### config.mk
export PLATFORM = sky130hd
export DESIGN_NAME = kli_lerp_unit
export DESIGN_NICKNAME = d
export VERILOG_FILES = /design/src/rtl/kli_pkg.sv /design/src/rtl/kli_lerp_unit.sv
export SDC_FILE = /design/constraint.sdc
export NUM_CORES = 2
export LEC_CHECK = 0
export ABC_AREA = 1
export BUFFER_PORTS_ARGS = -buffer_cell sky130_fd_sc_hd__buf_4
export CAP_MARGIN = 10
export CELL_PAD_IN_SITES_DETAIL_PLACEMENT = 0
export CELL_PAD_IN_SITES_GLOBAL_PLACEMENT = 2
export CORE_MARGIN = 4
export CORE_UTILIZATION = 39
export DETAILED_ROUTE_END_ITERATION = 8
export HOLD_SLACK_MARGIN = 0.1
export PLACE_DENSITY = 0.89
export SYNTH_ARGS = -nofsm -noshare
export SYNTH_HDL_FRONTEND = slang
export SYNTH_SLANG_ARGS = --single-unit
### constraint.sdc
create_clock -name clock -period 12.5 [get_ports clock]
set_input_delay 1.875 -clock clock [delete_from_list [all_inputs] [get_ports clock]]
set_output_delay 1.875 -clock clock [all_outputs]
set_load 0.005 [all_outputs]
### src/rtl/kli_pkg.sv
// ----------------------------------------------------------------------------
// kli_pkg
// Shared constants, codes and types of the keyframe linear interpolator.
// ----------------------------------------------------------------------------
`default_nettype none

package kli_pkg;

   localparam int MAX_KEYS   = 16;
   localparam int KEY_W      = $clog2(MAX_KEYS);
   localparam int COUNT_W    = KEY_W + 1;
   localparam int NUM_CH     = 13;
   localparam int CH_W       = 4;
   localparam int VALUE_W    = 32;
   localparam int FRAME_W    = 16;
   localparam int VAL_DEPTH  = MAX_KEYS * NUM_CH;
   localparam int VAL_ADDR_W = $clog2(VAL_DEPTH);
   localparam int QUOT_W     = VALUE_W + 1;

   localparam logic [CH_W-1:0] LAST_CH = CH_W'(NUM_CH - 1);

   // item actions
   localparam logic [1:0] ACT_FRAME = 2'd0;
   localparam logic [1:0] ACT_VALUE = 2'd1;
   localparam logic [1:0] ACT_QUERY = 2'd2;

   typedef enum logic [2:0] {
      ST_IDLE,
      ST_SCAN_RD,
      ST_SCAN_CHK,
      ST_RD_A,
      ST_RD_B,
      ST_START,
      ST_CALC,
      ST_EMIT
   } state_type;

   // key store access bundle
   typedef struct packed {
      logic                      frame_we;
      logic                      value_we;
      logic [KEY_W-1:0]          wr_key;
      logic [CH_W-1:0]           wr_chan;
      logic [FRAME_W-1:0]        wr_frame;
      logic signed [VALUE_W-1:0] wr_value;
      logic [KEY_W-1:0]          rd_frame_key;
      logic [KEY_W-1:0]          rd_key;
      logic [CH_W-1:0]           rd_chan;
   } store_req_type;

endpackage

`default_nettype wire

### src/rtl/kli_lerp_unit.sv
// ----------------------------------------------------------------------------
// kli_lerp_unit
// One interpolation: a + trunc((b - a) * t / span), saturated to 32 bits.
// Product is formed once, then a restoring divider retires one quotient bit
// per cycle.
// ----------------------------------------------------------------------------
`default_nettype none

module kli_lerp_unit (
   input  wire                                  clock,
   input  wire                                  reset,
   input  wire                                  start,
   input  wire signed [kli_pkg::VALUE_W-1:0]    a,
   input  wire signed [kli_pkg::VALUE_W-1:0]    b,
   input  wire [kli_pkg::FRAME_W-1:0]           t,
   input  wire [kli_pkg::FRAME_W-1:0]           span,
   output logic                                 done_ff,
   output logic signed [kli_pkg::VALUE_W-1:0]   result_ff
);
   import kli_pkg::*;

   localparam int PROD_W = QUOT_W + FRAME_W + 1;
   localparam int MAG_W  = QUOT_W + FRAME_W - 1;
   localparam int SUM_W  = VALUE_W + 3;
   localparam int CNT_W  = $clog2(QUOT_W + 1);

   // clamp bounds of the signed output range
   localparam logic signed [SUM_W-1:0] SAT_HI =
      {{(SUM_W-VALUE_W+1){1'b0}}, {(VALUE_W-1){1'b1}}};
   localparam logic signed [SUM_W-1:0] SAT_LO =
      {{(SUM_W-VALUE_W+1){1'b1}}, {(VALUE_W-1){1'b0}}};

   logic signed [QUOT_W-1:0]  diff;
   logic signed [PROD_W-1:0]  prod;
   logic [PROD_W-1:0]         prod_abs;
   logic [FRAME_W:0]          rem_sh;
   logic                      rem_ge;
   logic signed [SUM_W-1:0]   q_ext;
   logic signed [SUM_W-1:0]   sum;
   logic signed [VALUE_W-1:0] sat;

   logic                      busy_ff;
   logic [CNT_W-1:0]          count_ff;
   logic                      neg_ff;
   logic [FRAME_W-1:0]        span_ff;
   logic [FRAME_W:0]          rem_ff;
   logic [QUOT_W-1:0]         quot_ff;
   logic signed [VALUE_W-1:0] base_ff;

   // product of the signed difference and the offset
   assign diff     = QUOT_W'(b) - QUOT_W'(a);
   assign prod     = PROD_W'(diff) * PROD_W'($signed({1'b0, t}));
   assign prod_abs = prod[PROD_W-1] ? PROD_W'(-prod) : PROD_W'(prod);

   // one restoring step
   assign rem_sh = {rem_ff[FRAME_W-1:0], quot_ff[QUOT_W-1]};
   assign rem_ge = (rem_sh >= {1'b0, span_ff});

   // apply sign, add base, clamp
   assign q_ext = $signed({{(SUM_W-QUOT_W){1'b0}}, quot_ff});
   assign sum   = SUM_W'(base_ff) + (neg_ff ? -q_ext : q_ext);
   always_comb begin
      if (sum > SAT_HI) begin
         sat = {1'b0, {(VALUE_W-1){1'b1}}};
      end else if (sum < SAT_LO) begin
         sat = {1'b1, {(VALUE_W-1){1'b0}}};
      end else begin
         sat = sum[VALUE_W-1:0];
      end
   end

   // control
   always_ff @(posedge clock) begin
      if (reset) begin
         busy_ff  <= 1'b0;
         done_ff  <= 1'b0;
         count_ff <= '0;
      end else begin
         done_ff <= 1'b0;
         if (start) begin
            busy_ff  <= 1'b1;
            count_ff <= CNT_W'(QUOT_W);
         end else if (busy_ff) begin
            if (count_ff == '0) begin
               busy_ff <= 1'b0;
               done_ff <= 1'b1;
            end else begin
               count_ff <= count_ff - 1'b1;
            end
         end
      end
   end

   // datapath; quotient fits QUOT_W bits since t < span
   always_ff @(posedge clock) begin
      if (start) begin
         neg_ff  <= prod[PROD_W-1];
         span_ff <= span;
         base_ff <= a;
         rem_ff  <= {2'b00, prod_abs[MAG_W-1:QUOT_W]};
         quot_ff <= prod_abs[QUOT_W-1:0];
      end else if (busy_ff && count_ff != '0) begin
         rem_ff  <= rem_ge ? (rem_sh - {1'b0, span_ff}) : rem_sh;
         quot_ff <= {quot_ff[QUOT_W-2:0], rem_ge};
      end
      if (busy_ff && count_ff == '0) begin
         result_ff <= sat;
      end
   end

endmodule

`default_nettype wire

# [Word level (Yosys, flattened, before mapping)]
# Cells that the tools add are included.
[totals] ramBits=0 romBits=0 wordCells=49 input_bits=99 output_inout_bits=33 latch_bits=0 reg_bits=138 memories=0
[op_classes] n_div=0 n_mux=15 shift=0 n_addsub=6 n_reduce_logical=10 n_mul=1 bitwise=2 order_cmp=3 eq_ne=1
[ops] operator="$mux W33" count=2
[ops] operator="$mul A33 B17 Y50" count=1
[ops] operator="$mux W48" count=1
[ops] operator="$neg A48 Y48" count=1
[ops] operator="$add A32 B35 Y35" count=1
[ops] operator="$gt A35 B32 Y1 const B" count=1
[ops] operator="$lt A35 B32 Y1 const B" count=1
[ops] operator="$mux W35" count=1
[ops] operator="$neg A33 Y35" count=1
[ops] operator="$sub A32 B32 Y33" count=1
[ops] operator="$mux W32" count=1
[ops] operator="$mux W15" count=2
[ops] operator="$mux W6" count=3
[ops] operator="$ge A17 B16 Y1" count=1
[ops] operator="$mux W16" count=1
[ops] operator="$sub A16 B16 Y16" count=1
[ops] operator="$logic_not A6 Y1" count=1
[ops] operator="$reduce_bool A6 Y1" count=1
[ops] operator="$sub A6 B1 Y6 const B" count=1
[ops] operator="$mux W1" count=4
[ops] operator="$reduce_and A2 Y1" count=2
[ops] operator="$reduce_bool A2 Y1" count=2
[ops] operator="$reduce_or A3 Y1" count=1
[ops] operator="$logic_and A1 B1 Y1" count=2
[ops] operator="3 further kinds" count=4

# [Logic depth before layout (Yosys ltp)]
[logic_depth] depth_word=5 mapped_depth=49 ltp_nobuf=48

# [Worst setup path after synthesis]
# Ideal clock, no wire load.
[synth_path] kind="input to register" startpoint="input b[0] (netlist bit)" endpoint="register rem_ff[12] (data pin)" n_path_buf=3 setup_time_ns=0.256 stages=45 arrival_time_ns=9.257 required_ns=12.244 slack_ns=2.987 path_cell_list="inv_1 ha_1 fa_1 inv_1 nand3_1 nand2_1 a21oi_2 o21bai_2 a21boi_1 o21ai_2 nand3_1 nand2_1 nand4_1 nand2_1 nand2_1 nand2_1 buf_2 nor2_1 [9 not listed] inv_1 ha_1 nand2_1 nor2_1 inv_1 nor2_1 inv_1 nor2_1 nand2_1 nand2_1 xnor2_2 inv_2 buf_4 buf_6 nand2_1 nand2_1 nand3_1 nand2_1"
[synth_via] elab_cells_between_ends=5 cone_classes="add/sub (2); mul (1); mux (2)"
[synth_lines] element="from (decl)" line_no="kli_lerp_unit.sv:14" rtl="input wire signed [kli_pkg::VALUE_W-1:0] b,"
[synth_lines] element="$sub A32 B32 Y33" line_no="kli_lerp_unit.sv:51" rtl="assign diff = QUOT_W'(b) - QUOT_W'(a);"
[synth_lines] element="$mul A33 B17 Y50" line_no="kli_lerp_unit.sv:52" rtl="assign prod = PROD_W'(diff) * PROD_W'($signed({1'b0, t}));"
[synth_lines] element="via prod[49]" line_no="kli_lerp_unit.sv:34" rtl="logic signed [PROD_W-1:0] prod;"
[synth_lines] element="$mux W48" line_no="kli_lerp_unit.sv:53" rtl="assign prod_abs = prod[PROD_W-1] ? PROD_W'(-prod) : PROD_W'(prod);"
[synth_lines] element="$mux W15" line_no="kli_lerp_unit.sv:96" rtl="if (start) begin"
[synth_lines] element="to (signal assigned)" line_no="kli_lerp_unit.sv:100" rtl="rem_ff <= {2'b00, prod_abs[MAG_W-1:QUOT_W]};"
[synth_lines] element="to (signal assigned)" line_no="kli_lerp_unit.sv:103" rtl="rem_ff <= rem_ge ? (rem_sh - {1'b0, span_ff}) : rem_sh;"
[synth_lines] element="to (decl)" line_no="kli_lerp_unit.sv:46" rtl="logic [FRAME_W:0] rem_ff;"
# The timed path passes the listed nets, and every way through them passes these cells.
# A chain may end at the register's enable or synchronous reset.

# [Worst setup path after layout]
[layout_path] startpoint="input a[0] (netlist bit)" endpoint="register rem_ff[0] (data pin)"
[layout_via] elab_chain_len=5
[layout_lines] element="from (decl)" line_no="kli_lerp_unit.sv:13" rtl="input wire signed [kli_pkg::VALUE_W-1:0] a,"
[layout_lines] element="$sub A32 B32 Y33 *" line_no="kli_lerp_unit.sv:51"
[layout_lines] element="$mul A33 B17 Y50 *" line_no="kli_lerp_unit.sv:52"
[layout_lines] element="$neg A48 Y48" line_no="kli_lerp_unit.sv:53"
[layout_lines] element="$mux W48 *" line_no="kli_lerp_unit.sv:53"
[layout_lines] element="$mux W15 *" line_no="kli_lerp_unit.sv:96"
# Mark *: on every way between the ends. The rest lies on a longest branch, timed or not.

==> flow_summary_export.csv <==
group,metric,value,unit
timing,report.final.setup_viol,0,
setup_path,critical-path-max-stage-delay,0.71,ns
timing,finalCritPeriodShare,86.6,%
timing,hold_viol_final,0,
global_routing,globalRoute.busiestLayer,"met2",
setup_path,start_kind,"input pin",
placement,place_congestion,0.938,
clock_tree,cts_made_buffers,17,
cells_and_area,fin_nets,4996,
detailed_routing,drt-vias-per-instance,4.98,
run_status,violations,"DRC",
global_routing,grtUsageTotal,23.7,%
synth,yosysTopAreaCellShare,32.5,%
synth,ys.flop_type,"edfxtp_1",
timing,worst_slew_pin_slew,1.26,ns
synth,syn-num-nets,4907,
timing,skew,0.0120,ns
detailed_routing,wl,99600,um
clock_tree,htreeDepth,4,
detailed_routing,num_vias,26100,
synth,synth_compound_area_share,6.70,%
clock_tree,clkTransAtPathRegs,0.07,ns
synth,synth_edf_count,129,
cells_and_area,insertedDiodeCount,0,
synth,synth_simple_gate_area_share,22.2,%
detailed_routing,detail-route-antenna-nets,0,
timing,setup-tns-final,0,ns
clock_tree,ctsResizeCount,0,
cells_and_area,area_delta_synth_final,8.70,%
synth,yosysSeqAreaShare,13.0,%
synth,synth_top_family_by_area,"adder cells",
die,initial_utilization,39.4,%
job,cap_violations,0,
synth,synth.avg_cell_area,7.60,um2
timing,grt_setup_unrepaired,"no",
synth,yosys.area.top_type,"fa_1",
setup_path,cp_data_arrival_time,11.01,ns
clock_tree,postCtsHoldBufs,0,
die,core.rowCount,103,
clock_tree,cts_max_path_buffers,2,
clock_tree,cts-root-buf,"clkbuf_16",
detailed_routing,avgRoutedWirePerCell,19.0,um
synth,ys_warn_count,0,
detailed_routing,drt_iter0_markers,1573,
timing,maxSlewViolCount,0,
synth,synth.distinct_cells,62,
global_routing,globalRouteMet2Util,42.0,%
synth,async_reset_ff_share,0,%
clock_tree,clock_sinks,138,
clock_tree,post_cts_buffers,0,
setup_path,crit_path_end_kind,"flop",
global_routing,grt_max_degree,61,
synth,synthTopCellsByArea,"fa_1 (33%), edfxtp_1 (12%), inv_1 (12%), nand2_1 (10%), ha_1 (8.2%)",
global_routing,grt_pass1_vias,27400,
synth,synthXorXnorAreaFrac,4.00,%
die,die_w,291,um
setup_path,cp_data_required_time,12.68,ns
die,die_area,0.0844,mm2
global_routing,grt_antenna_before_repair,1,
timing,slew_headroom,15.6,%
die,io_pins,132,
setup_path,critical_path_class,"in -> reg",
global_routing,overflow,0,
setup_path,cp_common_cell,"nand2_1",
setup_path,slowest_stage,"fa_1",
timing,fmax,0.0924,GHz
clock_tree,clock_latency,0.45,ns
placement,port_buffers,131,
die,core_area,0.0790,mm2
detailed_routing,route.detailed.drc,1,
hold_path,worstHoldPathType,"reg -> reg",
synth,synth_area,0.0311,mm2
die,fp.dieH,291,um
synth,synth-seq-cells,138,
clock_tree,cts_tree,"yes",
detailed_routing,drt-pass1-iter-count,9,
cells_and_area,drive_above_1_share,7.88,%
synth,syn_inst,4097,
synth,synthMuxAreaShare,0,%
timing,period_minus_slack,10.82,ns
run_status,status,"finished with violations",
global_routing,grt_pass1_wl,156000,um
setup_path,path_max_fanout,30,
placement,place_hpwl,85000,um
global_routing,use_met3,2.48,%
global_routing,use_met1,31.3,%
synth,synthAdderAreaFrac,40.8,%
==> synthesized netlist by cell type, types with 7 or more instances <==
| master | instances |
|---|---|
| nor2_2 | 9 |
| o21ai_1 | 34 |
| xnor2_1 | 60 |
| or2_2 | 45 |
| a31oi_1 | 10 |
| nand3_1 | 152 |
| edfxtp_1 | 129 |
| fa_1 | 506 |
| ha_1 | 205 |
| or2_1 | 8 |
| o21a_1 | 7 |
| nor4_1 | 9 |
| nand3_2 | 8 |
| buf_4 | 9 |
| nand2_2 | 17 |
| nor2_1 | 464 |
| nand4_1 | 31 |
| o21ai_0 | 94 |
| a21oi_1 | 161 |
| nand3b_1 | 10 |
| o21ai_2 | 8 |
| inv_1 | 971 |
| nand2_1 | 868 |
| xor2_1 | 73 |
| nor3_1 | 21 |
| dfxtp_1 | 9 |
| buf_2 | 15 |
| clkbuf_1 | 64 |
| inv_2 | 15 |
==> worst max-delay path: cells and delay by family <==
kind	cells	cell delay [ns]
compound gates	8	1.53
fa+ha+maj	9	4.33
xor+xnor	1	0.09
simple gates	13	1.94
buf+inv	8	1.18
==> path summary, 6_finish.rpt <==
path | slack, ns | endpoint | from | depth (start not counted)
max reg2reg | 6.50 | result_ff[25]$_SDFFCE_PN1P_ | quot_ff[0]$_DFFE_PP_ | 21
min | 0.49 | count_ff[2]$_SDFFE_PP0P_ | count_ff[2]$_SDFFE_PP0P_ | 2
min reg2reg | 0.49 | count_ff[2]$_SDFFE_PP0P_ | count_ff[2]$_SDFFE_PP0P_ | 2
max | 1.68 | rem_ff[0]$_DFFE_PP_ | a[0] | 39
==> cell usage in the layout (no fill, tap or decap), types with 45 or more instances in the layout <==
cell / instances
o21ai_0: 94
xor2_1: 73
ha_1: 205
xnor2_1: 57
inv_1: 970
edfxtp_1: 129
or2_2: 45
a21oi_1: 161
nor2_1: 463
buf_4: 163
nand3_1: 152
fa_1: 506
nand2_1: 868
==> routing by layer <==
layer | up-vias | part of all wire, %
met5 | - | 0.012
met4 | 2 | 2.4
met3 | 119 | 4.9
met2 | 742 | 50
met1 | 12800 | 43
li1 | 12500 | -
==> layout make-up <==
type	instances	area, um2
clock inverter	15	129
timing repair buffer	163	1220
clock buffer	17	425
inverter	991	3720
fill	8213	45200
multi-input combinational	2875	23000
sequential	138	4050
tap	1050	1310
==> logic make-up (layout without fill, tap and decap cells) <==
kind of cell               count (synthesis)  count (layout)
and+or+nand+nor                         1657            1657
xor gates and xnor gates                 138             138
adders and majority gates                711             711
DFF                                      138             138
buffers and inverters                   1084            1186
AOI/OAI and AO/OA                        369             369
==> state kept, by name (all words and copies together), names as in the netlist <==
signal / count
done_ff: 1
neg_ff: 1
base_ff: 32
span_ff: 16
busy_ff: 1
quot_ff: 33
count_ff: 6
rem_ff: 16
result_ff: 32
==> stage by stage <==
step / hold WS, ns / instance area [um2] / utilization (%) / worst slack [ns] / instances
after detailed placement: 0.472 / 33300 / 42.1 / 1.24 / 5217
after global routing: 0.519 / 33800 / 42.8 / 1.01 / 5249
after CTS: 0.484 / 33800 / 42.8 / 1.73 / 5249
after floorplan: 0.439 / 31100 / - / 2.99 / 4097
final: 0.488 / 33800 / 42.8 / 1.68 / 5249
after global placement: 0.468 / 33300 / 42.1 / 1.30 / 5217
Power is not shown: default switching activity piles up to over one toggle a cycle in this logic, so the estimate is an artifact.
